<file path="config.mk">
export PLATFORM = sky130hd
export DESIGN_NAME = vnff_ctrl
export DESIGN_NICKNAME = d
export VERILOG_FILES = /design/src/hw/rtl/vnff_pkg.sv /design/src/hw/rtl/vnff_ctrl.sv
export SDC_FILE = /design/constraint.sdc
export NUM_CORES = 1
export LEC_CHECK = 0
export ABC_AREA = 1
export BUFFER_PORTS_ARGS = -buffer_cell sky130_fd_sc_hd__buf_4
export CORE_ASPECT_RATIO = 0.5
export CORE_UTILIZATION = 25
export DETAILED_ROUTE_END_ITERATION = 6
export GPL_TIMING_DRIVEN = 0
export PLACE_DENSITY_LB_ADDON = 0.12
export SYNTH_ARGS = -nofsm -noshare
export SYNTH_HDL_FRONTEND = slang
export SYNTH_SLANG_ARGS = --single-unit
</file>
<file path="constraint.sdc">
create_clock -name clock -period 1.9 [get_ports clock]
set_input_delay 0.38 -clock clock [delete_from_list [all_inputs] [get_ports clock]]
set_output_delay 0.38 -clock clock [all_outputs]
set_load 0.02 [all_outputs]
</file>
<file path="src/hw/rtl/vnff_pkg.sv">
// Shared types and constants for the vertex normal unit.
package vnff_pkg;

   localparam int MAX_FACES_DEF = 64;
   localparam int COORD_W       = 24;
   localparam int EDGE_W        = COORD_W + 1;
   localparam int MUL_W         = 31;
   localparam int PROD_W        = 2 * MUL_W;
   localparam int VEC_W         = 50;
   localparam int NORM_W        = 30;
   localparam int ROOT_W        = 31;
   localparam int SREM_W        = ROOT_W + 2;
   localparam int NUM_W         = NORM_W + 15;
   localparam int DREM_W        = ROOT_W;
   localparam int Q_W           = 15;
   localparam int N_W           = 16;
   localparam int CNT_W         = 5;
   localparam int IN_DATA_W     = 9 * COORD_W;
   localparam int OUT_DATA_W    = 3 * N_W;

   typedef enum logic [3:0] {
      ST_IDLE,
      ST_CHECK,
      ST_CROSS,
      ST_LOADMAG,
      ST_NORM,
      ST_ZERO,
      ST_SQUARE,
      ST_SQINIT,
      ST_SQRT,
      ST_DIVINIT,
      ST_DIVIDE,
      ST_ACCUM,
      ST_LOADSUM,
      ST_EMIT
   } state_type;

   typedef enum logic [1:0] {
      MUL_NONE,
      MUL_CROSS,
      MUL_SQUARE
   } mul_op_type;

   typedef enum logic [1:0] {
      ACC_NONE,
      ACC_CROSS,
      ACC_SQUARE
   } acc_op_type;

   typedef struct packed {
      logic       take;
      mul_op_type mul_op;
      logic [2:0] mul_idx;
      acc_op_type acc_op;
      logic [2:0] acc_idx;
      logic       load_mag;
      logic       norm_step;
      logic       zero_q;
      logic       sqrt_init;
      logic       sqrt_step;
      logic       div_init;
      logic       div_step;
      logic       accum;
      logic       set_ovf;
      logic       load_sum;
      logic       emit;
   } cmd_type;

   typedef struct packed {
      logic full;
      logic last;
      logic mag_zero;
      logic in_range;
      logic out_free;
   } status_type;

endpackage

</file>
<file path="src/hw/rtl/vnff_ctrl.sv">
// Sequencer for the vertex normal unit: steps one triangle through the datapath.
module vnff_ctrl (
   input  logic                 clock,
   input  logic                 reset,
   input  logic                 req_tvalid,
   output logic                 req_tready,
   input  vnff_pkg::status_type status,
   output vnff_pkg::cmd_type    cmd
);

   vnff_pkg::state_type             state_ff, state_in;
   logic [vnff_pkg::CNT_W-1:0]      cnt_ff, cnt_in;
   logic                            final_ff, final_in;

   always_ff @(posedge clock) begin
      if (reset) begin
         state_ff <= vnff_pkg::ST_IDLE;
         cnt_ff   <= '0;
         final_ff <= 1'b0;
      end else begin
         state_ff <= state_in;
         cnt_ff   <= cnt_in;
         final_ff <= final_in;
      end
   end

   // next state
   always_comb begin
      state_in = state_ff;
      cnt_in   = cnt_ff + 1'b1;
      final_in = final_ff;
      case (state_ff)
         vnff_pkg::ST_IDLE: begin
            cnt_in = '0;
            if (req_tvalid) state_in = vnff_pkg::ST_CHECK;
         end
         vnff_pkg::ST_CHECK: begin
            cnt_in = '0;
            if (status.full) begin
               state_in = status.last ? vnff_pkg::ST_LOADSUM : vnff_pkg::ST_IDLE;
            end else begin
               state_in = vnff_pkg::ST_CROSS;
            end
         end
         vnff_pkg::ST_CROSS: begin
            if (cnt_ff == vnff_pkg::CNT_W'(6)) state_in = vnff_pkg::ST_LOADMAG;
         end
         vnff_pkg::ST_LOADMAG: begin
            state_in = vnff_pkg::ST_NORM;
         end
         vnff_pkg::ST_NORM: begin
            cnt_in = '0;
            if (status.mag_zero) state_in = vnff_pkg::ST_ZERO;
            else if (status.in_range) state_in = vnff_pkg::ST_SQUARE;
         end
         vnff_pkg::ST_ZERO: begin
            state_in = final_ff ? vnff_pkg::ST_EMIT : vnff_pkg::ST_ACCUM;
         end
         vnff_pkg::ST_SQUARE: begin
            if (cnt_ff == vnff_pkg::CNT_W'(3)) state_in = vnff_pkg::ST_SQINIT;
         end
         vnff_pkg::ST_SQINIT: begin
            cnt_in   = '0;
            state_in = vnff_pkg::ST_SQRT;
         end
         vnff_pkg::ST_SQRT: begin
            if (cnt_ff == vnff_pkg::CNT_W'(vnff_pkg::ROOT_W - 1)) begin
               state_in = vnff_pkg::ST_DIVINIT;
            end
         end
         vnff_pkg::ST_DIVINIT: begin
            cnt_in   = '0;
            state_in = vnff_pkg::ST_DIVIDE;
         end
         vnff_pkg::ST_DIVIDE: begin
            if (cnt_ff == vnff_pkg::CNT_W'(vnff_pkg::Q_W - 1)) begin
               state_in = final_ff ? vnff_pkg::ST_EMIT : vnff_pkg::ST_ACCUM;
            end
         end
         vnff_pkg::ST_ACCUM: begin
            state_in = status.last ? vnff_pkg::ST_LOADSUM : vnff_pkg::ST_IDLE;
         end
         vnff_pkg::ST_LOADSUM: begin
            final_in = 1'b1;
            state_in = vnff_pkg::ST_LOADMAG;
         end
         vnff_pkg::ST_EMIT: begin
            if (status.out_free) begin
               final_in = 1'b0;
               state_in = vnff_pkg::ST_IDLE;
            end
         end
         default: begin
            state_in = vnff_pkg::ST_IDLE;
         end
      endcase
   end

   // commands
   always_comb begin
      cmd        = '0;
      req_tready = 1'b0;
      case (state_ff)
         vnff_pkg::ST_IDLE: begin
            req_tready = 1'b1;
            cmd.take   = req_tvalid;
         end
         vnff_pkg::ST_CHECK: begin
            cmd.set_ovf = status.full;
         end
         vnff_pkg::ST_CROSS: begin
            if (cnt_ff < vnff_pkg::CNT_W'(6)) begin
               cmd.mul_op  = vnff_pkg::MUL_CROSS;
               cmd.mul_idx = cnt_ff[2:0];
            end
            if (cnt_ff != '0) begin
               cmd.acc_op  = vnff_pkg::ACC_CROSS;
               cmd.acc_idx = 3'(cnt_ff - 1'b1);
            end
         end
         vnff_pkg::ST_LOADMAG: begin
            cmd.load_mag = 1'b1;
         end
         vnff_pkg::ST_NORM: begin
            cmd.norm_step = !status.mag_zero && !status.in_range;
         end
         vnff_pkg::ST_ZERO: begin
            cmd.zero_q = 1'b1;
         end
         vnff_pkg::ST_SQUARE: begin
            if (cnt_ff < vnff_pkg::CNT_W'(3)) begin
               cmd.mul_op  = vnff_pkg::MUL_SQUARE;
               cmd.mul_idx = cnt_ff[2:0];
            end
            if (cnt_ff != '0) begin
               cmd.acc_op  = vnff_pkg::ACC_SQUARE;
               cmd.acc_idx = 3'(cnt_ff - 1'b1);
            end
         end
         vnff_pkg::ST_SQINIT: begin
            cmd.sqrt_init = 1'b1;
         end
         vnff_pkg::ST_SQRT: begin
            cmd.sqrt_step = 1'b1;
         end
         vnff_pkg::ST_DIVINIT: begin
            cmd.div_init = 1'b1;
         end
         vnff_pkg::ST_DIVIDE: begin
            cmd.div_step = 1'b1;
         end
         vnff_pkg::ST_ACCUM: begin
            cmd.accum = 1'b1;
         end
         vnff_pkg::ST_LOADSUM: begin
            cmd.load_sum = 1'b1;
         end
         vnff_pkg::ST_EMIT: begin
            cmd.emit = status.out_free;
         end
         default: begin
            cmd = '0;
         end
      endcase
   end

endmodule

</file>
; Word-level counts from Yosys, hierarchy flattened
; Index checks and enable logic that the tools add are counted.
[totals]
register_bits = 10
latchBits = 0
mem_bits_rw = 0
mem_bits_ro = 0
in_bits = 8
elab_cells = 72
n_memories = 0
[op_classes]
addsub = 2
n_mul = 0
div = 0
n_lt_le_gt_ge = 2
eq_ne = 24
n_shift = 0
muxes = 32
n_bitwise = 0
n_reduce_logical = 9
[ops]
columns = operator, n
row1 = $pmux 4 s14, 1
row2 = $mux 4, 12
row3 = $eq 4x4->1 const B, 6
row4 = $pmux 10 s2, 1
row5 = $eq 4x3->1 const B, 4
row6 = $mux 1, 14
row7 = $ne 2x2->1 const B, 6
row8 = $mux 5, 2
row9 = $eq 4x2->1 const B, 2
row10 = $reduce_and 7->1, 1
row11 = $reduce_or 6->1, 1
row12 = $add 5x1->5 const B, 1
row13 = $eq 5x2->1 const B, 1
row14 = $eq 5x3->1 const B, 1
row15 = $eq 5x4->1 const B, 1
row16 = $eq 5x5->1 const B, 1
row17 = $lt 5x2->1 const B, 1
row18 = $lt 5x3->1 const B, 1
row19 = $reduce_bool 5->1, 1
row20 = $eq 4x1->1 const B, 1
row21 = $logic_not 4->1, 1
row22 = $mux 3, 1
row23 = $ne 3x3->1 const B, 1
row24 = $sub 3x1->3 const B, 1
row25 = other kinds (5), 6

; Depth between registers and ports, before layout
; Gate-level depths: netlist of run 1.
[logic_depth]
word_depth = 3
depth_mapped = 12
depth_no_buf = 12

; Least setup slack after synthesis of run 1
; Ideal clock, no wire load.
[synth_path]
path_type = register to output
start = register state_ff[1]
end = output port cmd[16] (netlist name)
arrival_time_ns = 1.496
required_ns = 1.520
path_slack_ns = 0.024
stages_incl_launch_ff = 7
path_buffers = 0
path_cell_list = dfxtp_1 inv_2 nor2_4 nand2_1 a211oi_2 nor2_1 nor2_1
[synth_lines]
columns = element, line_no
row1 = "start, declared", vnff_ctrl.sv:11  ; vnff_pkg::state_type state_ff, state_in;
row2 = "start signal, assigned", vnff_ctrl.sv:17  ; state_ff <= vnff_pkg::ST_IDLE;
row3 = "start signal, assigned", vnff_ctrl.sv:21  ; state_ff <= state_in;
row4 = "end, declared", vnff_ctrl.sv:8  ; output vnff_pkg::cmd_type cmd

==> results of run 1 <==
## metrics by stage
step / util (%) / worst slack, ns / hold WS [ns] / instances / cell area (µm²)
floorplan: - / 0.0239 / 0.449 / 159 / 936
global placement: 34.9 / 0.168 / 0.477 / 240 / 1220
detailed placement: 34.9 / 0.178 / 0.477 / 240 / 1220
CTS: 36.4 / 0.00573 / 0.353 / 243 / 1280
global route: 38.0 / -0.0539 / 0.351 / 247 / 1340
finish: 38.0 / 0.0466 / 0.350 / 247 / 1340
## power by group through the flow
| stage | combinational [mW] | sequential, mW | clock, mW |
|---|---|---|---|
| 2_1_floorplan | 0.633 | 0.319 | 0 |
| 5_1_grt | 1.03 | 0.358 | 0.237 |
| 4_1_cts | 0.880 | 0.336 | 0.229 |
| 3_5_place_dp | 0.872 | 0.333 | 0 |
| 3_3_place_gp | 0.876 | 0.335 | 0 |
| 6_report | 0.924 | 0.349 | 0.219 |
## sequential cells by signal, summed over array words and instances, names as in the netlist
name / cells
final_ff: 1
cnt_ff: 5
state_ff: 4
## kinds of logic after synthesis
| family | after synthesis | share of synthesized area (%) |
|---|---|---|
| and+or+nand+nor | 100 | 50.1 |
| buffers and inverters | 29 | 11.8 |
| AOI/OAI and AO/OA | 13 | 8.56 |
| DFF | 10 | 21.4 |
| adders and majority gates | 4 | 5.35 |
| xor gates and xnor gates | 3 | 2.81 |
## per-layer routing
layer	track usage [%]	vias up	share of wire [%]
met5	0	-	0
met4	2.90	0	0.83
met3	4.02	2	3.9
met2	20.9	16	45
met1	19.2	472	51
li1	-	565	-
## what timing repair did
action,in CTS,in global routing
buffers inserted,0,4
endpoints found under the setup margin,5,7
resized for setup,5,10
pin swaps,0,4
hold endpoints to repair,0,0
## area by class of cell
cell class / count / share of cell area [%]
multi-input combinational: 120 / 48.5
timing repair buffer: 34 / 19.1
sequential: 10 / 15.8
inverter: 28 / 8.25
tap: 51 / 4.78
clock buffer: 3 / 3.09
buffer: 1 / 0.375
## final timing paths
| kind | end | slack, ns | cells past startpoint |
|---|---|---|---|
| hold reg to reg | cnt_ff[0] | 0.46 | 1 |
| hold / removal | state_ff[0] | 0.35 | 2 |
| setup reg to reg | state_ff[3] | 0.35 | 9 |
| setup / recovery | cmd[17] | 0.05 | 7 |
## synthesized netlist by cell type
library cell | number | area share, %
sky130_fd_sc_hd__nor3_1 | 4 | 2.1
sky130_fd_sc_hd__buf_2 | 1 | 0.53
sky130_fd_sc_hd__nor2_4 | 5 | 6.0
sky130_fd_sc_hd__nand2_1 | 38 | 15
sky130_fd_sc_hd__nand3_1 | 13 | 7.0
sky130_fd_sc_hd__o21bai_1 | 2 | 1.6
sky130_fd_sc_hd__o211ai_1 | 1 | 0.80
sky130_fd_sc_hd__inv_2 | 4 | 1.6
sky130_fd_sc_hd__o21ai_0 | 2 | 1.1
sky130_fd_sc_hd__a211oi_2 | 1 | 1.3
sky130_fd_sc_hd__dfxtp_1 | 10 | 21
sky130_fd_sc_hd__nand2_2 | 5 | 3.3
sky130_fd_sc_hd__ha_1 | 4 | 5.3
sky130_fd_sc_hd__nand4_1 | 3 | 2.0
sky130_fd_sc_hd__a21oi_1 | 7 | 3.7
sky130_fd_sc_hd__inv_1 | 24 | 9.6
sky130_fd_sc_hd__or2_2 | 2 | 1.3
sky130_fd_sc_hd__nor2_2 | 4 | 2.7
sky130_fd_sc_hd__nor2_1 | 26 | 10
sky130_fd_sc_hd__xnor2_1 | 2 | 1.9
sky130_fd_sc_hd__xor2_1 | 1 | 0.94
==> reports/metrics.yaml, run 1 <==
outcome: "completed"
die-height_um: 45.3
timing.critical_path.slowest_cell_delay_ns: 0.38
cts_tree: "built"
antenna_violations_before_repair: 0
setup_viol: 0
antenna_cells_inserted: 0
detailed_place_hpwl_mm: 2.11
syn_to_final_growth_pct: 42.6
effective_utilization_at_floorplan_pct: 26.7
critical_path_buf_inv_count: 2
io_pins: 31
hold_path_class: "input port to flip-flop"
drt-wirelength-per-cell_um: 10.2
share_of_post_route_cells_with_drive_strength_above_1_pct: 35.2
globalRoute.totalOverflow: 0
critical_path.max_fanout: 5
post_synth_instance_area_um2: 936
grt_setup_unrepaired: "true"
finish.net_count: 210
timing.setup.tns_ns: 0
static-leakage-power_nw: 0.744
postSynthCellCount: 159
clock_tree.htree_level_count: 1
intPower_mw: 0.756
fmax_ghz: 0.540
cts_buffers: 3
cts.path.max_buffers: 2
ff_latch_area_um2: 211
power_mw: 1.49
cpMostUsedCell: "sky130_fd_sc_hd__nor2_1"
hold_viol: 0
die_w_um: 88.5
netSwitchingFraction_pct: 49.3
max_cap_violations: 0
clock_latency_ns: 0.23
endpoint_kind: "primary output"
grt_pass1_vias: 881
yosysUniqueCellTypes: 21
multi_input_logic_area_um2: 648
cts.reportedPaths.clkPinSlew_ns: 0.05
p_comb_share_pct: 62.0
dr.first_iter.drc_count: 44
filler_cell_count: 406
fp-row-count: 15
worst_slew_pin_slew_ns: 0.511
maxSlewHeadroom_pct: 65.8
postSynthNetCount: 171
timing.final.crit_share_pct: 97.5
timing.critical_path.cells: "inv_4 > nor2_4 > nand2_2 > a211oi_2 > nor2_1 > nor2_1 > buf_4"
vias: 1055
postRouteWirelength_mm: 2.52
die-area_um2: 4010
first_pass_grt_wire_length_mm: 4.02
power.sequential.fraction_pct: 23.4
layout.cells.most_common: "sky130_fd_sc_hd__nand2_1"
fraction_of_the_yosys_area_taken_by_sequential_cells_pct: 21.4
clockRootBuffer: "sky130_fd_sc_hd__clkbuf_8"
final_cell_mix: "sky130_fd_sc_hd__nand2_1 (37), sky130_fd_sc_hd__buf_4 (34), sky130_fd_sc_hd__inv_1 (24), sky130_fd_sc_hd__nor2_1 (24), sky130_fd_sc_hd__nand3_1 (11)"
routabilityCongestion: 0.882
arrival_ns: 1.47
route.detailed.vias_per_inst: 4.27
worst_ep_required_time_ns: 1.52
power_switching_mw: 0.735
crit_path_start: "state_ff[1]"
ys_ff_latch: 10
hp-start: "reset"
finClkSkew_ns: 0.000544
number_of_buffers_inserted_for_hold_repair_after_clock_tree_synthesis: 0
report.final.slew_viol_count: 0
peakVddDrop_uv: 279
placement.io_buffers: 30
numClockSinks: 10
clkPwrFrac_pct: 14.7
timing_worst_setup_path_type: "flip-flop to primary output"
slowest_library_cell_on_the_worst_path: "sky130_fd_sc_hd__dfxtp_4"
worst_setup_path_start_kind: "flip-flop"
startpoint_of_the_most_critical_register_to_register_path: "cnt_ff[0]"
fp.coreArea_um2: 3510
drt.antenna.violating_nets: 0
drt_first_pass_iters: 4
ys.warnings.count: 0
detail_route.drc_violations: 0
power_density_nw_per_um2: 1120
time_the_final_worst_path_needs_with_i_o_delays_and_setup_ns: 1.85
cp_top_family: "simple AND/OR/NAND/NOR gates"
syn_avg_cell_area_um2: 5.89
globalRouteTotalUtil_pct: 13.7
grt_start_max_net_pins: 8
Note: power is estimated with default switching activity, not from simulation.
==> inputs of run 2 (changes only) <==
Settings changed: CORE_MARGIN set to 10.
Clock period 1.9 ns to 2.3 ns, I/O delays scaled along.
==> run 2 against run 1 <==
Die area is 68% higher. Combinational power is 22% lower. Critical path depth is the same. Via count down 1.2%. Sequential cell count is the same. Non-clock buffer count is 4 lower. Cell count fell by 1.6%. Sequential power decreased by 21%. Sequential share of layout area hardly changed. Critical path type unchanged. Highest routed layer unchanged.
==> reports/metrics.yaml, run 2 (synthesis results as in run 1) <==
antenna_violations_before_repair: 0
fp.coreArea_um2: 3510
cpMostUsedCell: "sky130_fd_sc_hd__nor2_1"
slowest_library_cell_on_the_worst_path: "sky130_fd_sc_hd__dfxtp_1"
drt_first_pass_iters: 4
drt.antenna.violating_nets: 0
first_pass_grt_wire_length_mm: 4.94
filler_cell_count: 410
cts_buffers: 3
finish.net_count: 206
globalRouteTotalUtil_pct: 8.83
worst_setup_path_start_kind: "flip-flop"
post_dp_cell_area_um2: 1220
fmax_ghz: 0.483
hold_path_class: "input port to flip-flop"
effective_utilization_at_floorplan_pct: 26.7
drt-wirelength-per-cell_um: 11.5
vias: 1042
routabilityCongestion: 0.829
outcome: "completed"
clockRootBuffer: "sky130_fd_sc_hd__clkbuf_8"
finClkSkew_ns: 0.00129
report.final.slew_viol_count: 0
layout.cells.most_common: "sky130_fd_sc_hd__nand2_1"
numClockSinks: 10
number_of_buffers_inserted_for_hold_repair_after_clock_tree_synthesis: 0
timing.critical_path.cells: "inv_2 > nor2_2 > nand2_1 > a211oi_2 > nor2_1 > nor2_1 > buf_4"
multi_input_logic_area_um2: 626
static-leakage-power_nw: 0.714
max_cap_violations: 0
cts.reportedPaths.clkPinSlew_ns: 0.05
dr.first_iter.drc_count: 85
maxSlewHeadroom_pct: 64.3
peakVddDrop_uv: 223
hold_viol: 0
grt_start_max_net_pins: 8
time_the_final_worst_path_needs_with_i_o_delays_and_setup_ns: 2.07
arrival_ns: 1.61
ff_latch_area_um2: 200
fin_cells: 243
critical_path_buf_inv_count: 2
die_w_um: 107
placement.io_buffers: 30
share_of_post_route_cells_with_drive_strength_above_1_pct: 28.6
final_cell_mix: "sky130_fd_sc_hd__nand2_1 (38), sky130_fd_sc_hd__buf_4 (30), sky130_fd_sc_hd__nor2_1 (26), sky130_fd_sc_hd__inv_1 (24), sky130_fd_sc_hd__nand3_1 (13)"
timing.final.crit_share_pct: 90.0
cp_top_family: "simple AND/OR/NAND/NOR gates"
clock_tree.htree_level_count: 1
timing.setup.tns_ns: 0
die-height_um: 63.3
critical_path.max_fanout: 6
postRouteWirelength_mm: 2.80
detail_route.drc_violations: 0
timing.critical_path.slowest_cell_delay_ns: 0.44
cts_tree: "built"
fin_hold_ws_ns: 0.440
antenna_cells_inserted: 0
syn_to_final_growth_pct: 35.3
biggestRegsByFlops: "cnt_ff x5, state_ff x4, final_ff x1"
clock_latency_ns: 0.24
endpoint_kind: "primary output"
postLayoutCellArea_um2: 1270
route.detailed.vias_per_inst: 4.29
grt_setup_unrepaired: "false"
globalRoute.totalOverflow: 0
worst_slew_pin_slew_ns: 0.533
power_density_nw_per_um2: 932
power_mw: 1.18
timing_worst_setup_path_type: "flip-flop to primary output"
post_cts.repair.setup_buffers: 0
setup_viol: 0
post_cts.resized_instances: 0
reg2reg_setup_slack_ns: 0.72
fp-row-count: 15
placedCellCount: 240
io_pins: 31
largest_reg_flops: 5
cts.path.max_buffers: 2
die-area_um2: 6740
grt_pass1_vias: 1081
worst_ep_required_time_ns: 1.84
detailed_place_hpwl_mm: 2.45
largest_register: "cnt_ff"
run 2: changes by cell type in the layout (fill, tap and decap cells not counted), moves of 2 or more:
cell / previous run / this run
sky130_fd_sc_hd__buf_4: 34 / 30
sky130_fd_sc_hd__dfxtp_1: 5 / 10
sky130_fd_sc_hd__dfxtp_2: 3 / 0
sky130_fd_sc_hd__dfxtp_4: 2 / 0
sky130_fd_sc_hd__inv_2: 2 / 4
sky130_fd_sc_hd__inv_4: 2 / 0
sky130_fd_sc_hd__nand3_1: 11 / 13
sky130_fd_sc_hd__nand3_2: 2 / 0
sky130_fd_sc_hd__nor2_1: 24 / 26
run 2: path summary, 6_finish.rpt:
| check | from | to | cells past startpoint |
|---|---|---|---|
| hold / removal | reset | state_ff[0] | 2 |
| setup / recovery | state_ff[2] | cmd[16] | 7 |
| hold reg to reg | cnt_ff[0] | cnt_ff[0] | 1 |
| setup reg to reg | cnt_ff[0] | state_ff[3] | 9 |
run 2: layout make-up:
cell class                      count  area share [%]
Buffer                              1           0.395
Inverter                           28            8.30
Clock buffer                        3            3.26
Tap cell                           51            5.04
Timing Repair Buffer               30            17.8
Sequential cell                    10            15.8
Multi-Input combinational cell    120            49.4
run 2: metrics by stage:
stage	util (%)	worst slack, ns
finish	36.1	0.231
global route	36.1	0.0248
CTS	36.1	0.210
detailed placement	34.9	0.471
global placement	34.9	0.470
floorplan	-	0.344
run 2: layer usage:
layer	up-vias	global-route usage, %	share of wire (%)
met5	-	0	0
met1	464	10.9	49
met2	15	14.3	46
li1	559	-	-
met4	0	2.01	0.82
met3	4	3.04	4.2
run 2: power breakdown:
part	switching, mW	total (mW)	leakage [nW]	internal (mW)
clock network	0.0682	0.183	0.0216	0.115
logic	0.465	0.724	0.611	0.258
registers	0.0616	0.274	0.0817	0.212
